==> src/rtl/core/line_keyword_filter_assert.svh <==
// ---------------------------------------------------------------------------
// line_keyword_filter_assert.svh
// Assertion macros for the line keyword filter. Define ASSERT_OFF to drop
// every check from the build.
// ---------------------------------------------------------------------------
`ifndef LINE_KEYWORD_FILTER_ASSERT_SVH
`define LINE_KEYWORD_FILTER_ASSERT_SVH

`ifndef ASSERT_OFF
// same-cycle implication
`define LKF_ASSERT_IMP(label, clk, rst_n, ante, cons) \
	label: assert property (@(posedge clk) disable iff (!rst_n) (ante) |-> (cons)) \
		else $error("line_keyword_filter: check failed");
// next-cycle implication
`define LKF_ASSERT_NXT(label, clk, rst_n, ante, cons) \
	label: assert property (@(posedge clk) disable iff (!rst_n) (ante) |=> (cons)) \
		else $error("line_keyword_filter: check failed");
`else
`define LKF_ASSERT_IMP(label, clk, rst_n, ante, cons)
`define LKF_ASSERT_NXT(label, clk, rst_n, ante, cons)
`endif

`endif

==> src/rtl/core/lkf_pkg.sv <==
// ---------------------------------------------------------------------------
// lkf_pkg
// Shared types, constants and helpers of the line keyword filter.
// ---------------------------------------------------------------------------
package lkf_pkg;

	localparam int LINE_LIMIT_DEF       = 128;
	localparam int KEY_LIMIT_DEF        = 32;
	localparam int BYTES_PER_RESULT_DEF = 8;

	localparam int KEY_WORDS  = 4;
	localparam int ADDR_W     = 6;
	localparam int DATA_W     = 64;
	localparam int KEY_LEN_W  = 6;

	localparam logic [7:0] NEWLINE = 8'd10;
	localparam logic [7:0] ASCII_UA = 8'h41;
	localparam logic [7:0] ASCII_UZ = 8'h5A;
	localparam logic [7:0] ASCII_LA = 8'h61;

	localparam logic REQ_DATA = 1'b0;
	localparam logic REQ_END  = 1'b1;

	localparam logic KIND_CHUNK  = 1'b0;
	localparam logic KIND_NOTICE = 1'b1;

	typedef enum logic [2:0] {
		REG_KEY_LEN = 3'd0,
		REG_KEY_W0  = 3'd1,
		REG_KEY_W1  = 3'd2,
		REG_KEY_W2  = 3'd3,
		REG_KEY_W3  = 3'd4
	} reg_idx_t;

	typedef logic [KEY_WORDS-1:0][63:0] key_words_t;

	typedef struct packed {
		logic       req_type;
		logic [7:0] data_byte;
	} byte_item_t;

	typedef struct packed {
		logic        kind;
		logic [63:0] chunk;
		logic [3:0]  chunk_bytes;
		logic        last_in_run;
	} res_item_t;

	typedef enum logic [1:0] {
		ST_IDLE   = 2'd0,
		ST_NOTICE = 2'd1,
		ST_EMIT   = 2'd2
	} lkf_state_t;

	// controller -> datapath
	typedef struct packed {
		logic take;
		logic notice_load;
		logic advance;
	} lkf_cmd_t;

	// datapath -> controller
	typedef struct packed {
		logic want_emit;
		logic want_notice;
		logic out_free;
		logic emit_last;
	} lkf_stat_t;

	function automatic logic [7:0] fold_lower(input logic [7:0] c);
		logic [7:0] r;
		r = c;
		if (c >= ASCII_UA && c <= ASCII_UZ) begin
			r = c - ASCII_UA + ASCII_LA;
		end
		return r;
	endfunction

endpackage

==> src/rtl/core/lkf_regs.sv <==
// ---------------------------------------------------------------------------
// lkf_regs
// APB-style register file: keyword length and four 64-bit keyword words.
// ---------------------------------------------------------------------------
module lkf_regs (
	input  logic                           clk,
	input  logic                           arst_n,
	input  logic                           psel,
	input  logic                           penable,
	input  logic                           pwrite,
	input  logic [lkf_pkg::ADDR_W-1:0]     paddr,
	input  logic [lkf_pkg::DATA_W-1:0]     pwdata,
	output logic [lkf_pkg::DATA_W-1:0]     prdata,
	output logic                           pready,
	output logic [lkf_pkg::KEY_LEN_W-1:0]  key_len,
	output lkf_pkg::key_words_t            key_words
);
	import lkf_pkg::*;

	logic [KEY_LEN_W-1:0] key_len_q;
	key_words_t           key_words_q;
	reg_idx_t             idx;
	logic                 wr_en;

	assign idx    = reg_idx_t'(paddr[ADDR_W-1:3]);
	assign pready = 1'b1;
	assign wr_en  = psel && penable && pwrite;

	always_ff @(posedge clk or negedge arst_n) begin
		if (!arst_n) begin
			key_len_q   <= '0;
			key_words_q <= '0;
		end else if (wr_en) begin
			case (idx)
				REG_KEY_LEN: key_len_q      <= pwdata[KEY_LEN_W-1:0];
				REG_KEY_W0:  key_words_q[0] <= pwdata;
				REG_KEY_W1:  key_words_q[1] <= pwdata;
				REG_KEY_W2:  key_words_q[2] <= pwdata;
				REG_KEY_W3:  key_words_q[3] <= pwdata;
				default: ;
			endcase
		end
	end

	always_comb begin
		case (idx)
			REG_KEY_LEN: prdata = DATA_W'(key_len_q);
			REG_KEY_W0:  prdata = key_words_q[0];
			REG_KEY_W1:  prdata = key_words_q[1];
			REG_KEY_W2:  prdata = key_words_q[2];
			REG_KEY_W3:  prdata = key_words_q[3];
			default:     prdata = '0;
		endcase
	end

	assign key_len   = key_len_q;
	assign key_words = key_words_q;

endmodule

==> config.mk <==
export PLATFORM = sky130hd
export DESIGN_NAME = lkf_regs
export DESIGN_NICKNAME = d
export VERILOG_FILES = /design/src/rtl/core/line_keyword_filter_assert.svh /design/src/rtl/core/lkf_pkg.sv /design/src/rtl/core/lkf_regs.sv
export SDC_FILE = /design/constraint.sdc
export NUM_CORES = 1
export LEC_CHECK = 0
export BUFFER_PORTS_ARGS = -buffer_cell sky130_fd_sc_hd__buf_4
export CAP_MARGIN = 20
export CORE_MARGIN = 3
export CORE_UTILIZATION = 51
export CTS_CLUSTER_SIZE = 40
export DETAILED_ROUTE_END_ITERATION = 12
export PLACE_DENSITY = 0.93
export SLEW_MARGIN = 20
export SYNTH_ARGS = -nofsm -noshare
export SYNTH_HDL_FRONTEND = slang
export SYNTH_SLANG_ARGS = --single-unit
==> constraint.sdc <==
create_clock -name clk -period 1.3 [get_ports clk]
set_input_delay 0.065 -clock clk [delete_from_list [all_inputs] [get_ports clk]]
set_output_delay 0.065 -clock clk [all_outputs]
set_load 0.005 [all_outputs]
## Word-level counts from Yosys, hierarchy flattened

Index checks and enable logic that the tools add are counted.

- Equality and inequality tests: 4
- Reduce and logical (&&, ||, !) cells: 8
- Multiplexer cells: 1

Operators by type and width:

| cell | number |
|---|---|
| 64-bit case mux with 5 select lines | 1 |
| 2-bit AND reduction | 5 |
| 3-bit by 2-bit equality test with 1-bit output, second input constant | 2 |
| 3-bit by 1-bit equality test with 1-bit output, second input constant | 1 |
| 3-bit equality test, second input constant | 1 |
| 3-bit zero test | 1 |
| 1-bit logical AND | 2 |

- Output and inout port bits: 327
- Register bits after elaboration: 262
- Logic and storage cells: 18
- Bits of input ports: 75

## Logic depth before layout (Yosys ltp)

- Depth after elaboration: 3
- Mapped depth: 6
- Gate-level depth less buffers: 3

## Worst setup path after synthesis

OpenSTA, ideal clock, no wires.

- Path type: input-to-reg
- From: input paddr[5] (netlist name)
- To: register key_words_q (netlist bit key_words[0])
- Required time: 1173 ps
- Cell stages on the path: 6
- Path slack: -44 ps
- Arrival time: 1216 ps
- Buffers on the path: 3
- Library setup time: 127 ps
- Path through: buf_6 nand4b_4 nor3b_2 buf_4 buf_6 mux2_1

- Longest elaborated chain between the ends: 2

Ends and longest elaborated chain:

| item | line | text |
|---|---|---|
| start: declaration | lkf_regs.sv:11 | `input logic [lkf_pkg::ADDR_W-1:0] paddr,` |
| 3-bit by 1-bit equality test with 1-bit output | lkf_regs.sv:34 | `case (idx)` |
| 2-bit AND reduction (no source line) | n/a |  |
| end: declaration | lkf_regs.sv:21 | `key_words_t key_words_q;` |

No other way between the ends.
A chain may end at the register's enable or synchronous reset.

## Final worst setup path

- From: register key_len_q[4] (netlist: key_len[4])
- To: output prdata[4] (netlist name)

- Longest elaborated chain between the ends: 1

Ends and longest elaborated chain:

| item | line | text |
|---|---|---|
| start: declaration | lkf_regs.sv:20 | `logic [KEY_LEN_W-1:0] key_len_q;` |
| start signal: assignment | lkf_regs.sv:35 | `REG_KEY_LEN: key_len_q <= pwdata[KEY_LEN_W-1:0];` |
| 64-bit case mux with 5 select lines | lkf_regs.sv:46 | `case (idx)` |
| end: declaration | lkf_regs.sv:13 | `output logic [lkf_pkg::DATA_W-1:0] prdata,` |

No other way between the ends.

==> impl_results.md <==
- Max-slew violation count: 0
- CP required: 1.24 ns
- Net Sw Frac: 31.1%
- TritonRoute pass-1 iters: 5
- Share of cells above drive strength 1: 66.3%
- Vias per cell: 6.42
- Clock-pin slew of the registers on the worst-case setup and hold paths: 0.07 ns
- R2R Setup Slk: 0.17 ns
- Status: finished with violations
- CTS root buf: clkbuf_16
- Yosys top cell by area: dfrtp_1
- R2R Path End: key_words[111]$_DFFE_PN0P_
- Share of the synthesized area in the top cell type: 56.2%
- Cell count after synthesis: 807
- Seq cells post-synth: 262
- Psw: 9270 uW
- Int Pwr: 20600 uW
- DP HPWL: 27500 um
- First-pass GRT wire length: 71800 um
- Boundary pin count: 402
- Vias in the first global route: 11900
- Clock Path Buffers: 3
- Leak: 0.00947 uW
- Total Die Area: 0.0247 mm2
- DR WL/cell: 30.4 um
- Worst slew margin relative to its limit: 61.8%
- Endpoints failing setup: 90
- Number of CTS-inserted buffers: 26
- Final Hold Fails: 0
- Ratio of final minimum period to clock period: 135%
- Final worst slack: -0.458 ns
- Synthesis-to-finish area growth: 65.0%
- CP Data Arrival Time: 1.69 ns
- Reg power frac: 38.2%
- Power per cell area: 1550 mW/mm2
- Detail Route Antenna Nets: 0
- Starting density of the core: 52.6%
- Number of diodes: 0
- Clk sinks: 262
- Via count: 11500
- Fin Hold WS: 0.0421 ns
- Die Wd: 157 um
- Pin count of the biggest net entering global routing: 50
- Hold Crit Class: primary input to async pin
- Worst setup SP type: register
- Post-layout util: 86.8%
- Grt total ovfl: 0
- Clk_lat worst skew: 0.53 ns
- Synth cell types: 23
- Htree depth: 1
- RSZ-0062 raised after global routing: yes
- Nets: 1574
- Power share of the combinational group: 34.3%
- Seq/Total Area, Yosys: 56.2%
- Slew @ Worst Pin: 0.573 ns
- Placeable Area: 0.0222 mm2
- Largest cells by area after synthesis: dfrtp_1, mux2_2, mux2_1
- Worst-path fanout max: 3
- Initial DRC count: 934
- Cell area after synthesis: 0.0117 mm2
- GPL Wtd Cong: 0.907
- DRC Markers: 0
- Total Routing Usage GR: 38.3%
- Worst IR Drop VDD: 1.02 mV
- Violated checks: negative setup slack
- Fmax: 569 MHz
- Max-Cap Viols: 0
- Period minus WS final: 1.76 ns
- YS warnings: 0
- Initial antenna violation count: 1
- Post-Route WL: 54700 um
- Pwr Total: 29900 uW
- Buffers on Ports: 397
- CTS tree: built
- # rows: 54
- Die H: 157 um
- Critical path class: register to primary output
- R2R cell count: 3
- Crit. End Element: primary output
- Clk pwr share: 27.5%
- Syn Area/Cell: 14.5 um2
- Crit Reg-Reg Startpoint: key_words[111]$_DFFE_PN0P_
- Syn Nets: 882
- Worst Skew: 0 ns
## power by group through the flow
stage / Combinational [uW] / Sequential, uW / Clock, uW
floorplan: 2250 / 11100 / 0
global placement: 6190 / 11300 / 0
detailed placement: 6460 / 11400 / 0
CTS: 8690 / 11000 / 7990
global route: 10600 / 11500 / 8540
finish: 10200 / 11400 / 8220
## placed cells by master (no fill, tap or decap), drive strengths merged
| cell type | Yosys | routed |
|---|---|---|
| buf | 53 | 666 |
| mux2 | 268 | 268 |
| dfrtp | 262 | 262 |
| dlygate4sd3 | 0 | 65 |
| a22oi | 64 | 64 |
| o22ai | 64 | 64 |
| mux2i | 58 | 58 |
| clkbuf | 14 | 41 |
| nor3b | 9 | 9 |
| a21oi | 6 | 6 |
| nor2b | 2 | 2 |
| clkinv | 0 | 2 |
| bufinv | 0 | 2 |
| clkinvlp | 0 | 2 |
| nand2b | 1 | 1 |
| nand4b | 1 | 1 |
| nand2 | 1 | 1 |
| nor2 | 1 | 1 |
| nand3 | 1 | 1 |
| or3 | 1 | 1 |
| conb | 1 | 1 |
## repair_timing
| action | 4_1_cts | 5_1_grt |
|---|---|---|
| gates resized for setup | 42 | 131 |
| hold buffers | 65 | 0 |
| setup endpoints to repair | 64 | 105 |
| buffers inserted | 162 | 57 |
| endpoints found under the hold margin | 524 | 0 |
| pin swaps | 62 | 24 |
## through the flow
stage | instances | setup TNS [ns] | setup slack [ns] | area (um2)
final | 1798 | -13.78 | -0.458 | 19200
after global routing | 1798 | -17.33 | -0.457 | 19200
after CTS | 1756 | -9.51 | -0.354 | 18400
after detailed placement | 1482 | -46.04 | -0.275 | 15400
after global placement | 1482 | -34.11 | -0.225 | 15400
after floorplan | 807 | -2.04 | -0.0191 | 11700
## synthesized netlist by cell type
| library cell | n |
|---|---|
| nor3b_1 | 7 |
| buf_6 | 13 |
| a21oi_1 | 6 |
| mux2_2 | 198 |
| nor2_4 | 1 |
| nand2_1 | 1 |
| nor3b_2 | 2 |
| nand2b_1 | 1 |
| nand3_1 | 1 |
| mux2_1 | 64 |
| buf_2 | 15 |
| a22oi_1 | 64 |
| dfrtp_1 | 262 |
| conb_1 | 1 |
| mux2_4 | 6 |
| buf_4 | 16 |
| nand4b_4 | 1 |
| nor2b_1 | 2 |
| or3_1 | 1 |
| o22ai_1 | 64 |
| clkbuf_1 | 14 |
| buf_1 | 9 |
| mux2i_1 | 58 |
## logic make-up (layout without fill, tap and decap cells)
| logic type | after synthesis | after routing | synth area share (%) |
|---|---|---|---|
| muxes | 326 | 326 | 31.0 |
| DFF | 262 | 262 | 56.2 |
| AOI/OAI and AO/OA | 134 | 134 | 7.81 |
| buffers and inverters | 67 | 778 | 3.67 |
| and+or+nand+nor | 17 | 17 | 1.25 |
| other | 1 | 1 | 0.0321 |
## critical path, cell delays in order, from the launching register on
cell and delay (ns):
dfrtp_1 0.39, nor3b_1 0.36, a21oi_2 0.06, o22ai_2 0.19
buf_4 0.17
## sequential cells by signal, indices dropped and copies added (netlist names)
name and count:
key_len 6, key_words 256
## how the worst max path moves through the flow
stage                                   start                         end  slack, ns
finish                 key_len[4]$_DFFE_PN0P_                   prdata[4]      -0.46
global route           key_len[4]$_DFFE_PN0P_                   prdata[4]      -0.46
CTS                 key_words[66]$_DFFE_PN0P_                   prdata[2]      -0.35
detailed placement                   paddr[5]   key_words[45]$_DFFE_PN0P_      -0.28
global placement                     paddr[5]   key_words[57]$_DFFE_PN0P_      -0.22
floorplan                            paddr[5]  key_words[100]$_DFFE_PN0P_      -0.02
## layer usage
layer | GRT usage, % | share of wire, %
met1 | 41.3 | 33
met2 | 67.7 | 49
met4 | 23.9 | 8.4
met5 | 0 | 0.024
met3 | 9.05 | 9.4
## final cells by class
type | instances | area (um2)
clock buffers | 41 | 828
multi-input cells | 478 | 5140
well taps | 280 | 350
repair buffers | 731 | 6280
clock inverters | 6 | 85.1
flip-flops and latches | 262 | 6560
fillers | 861 | 2920
No activity file was read; power rests on OpenSTA's default activity.
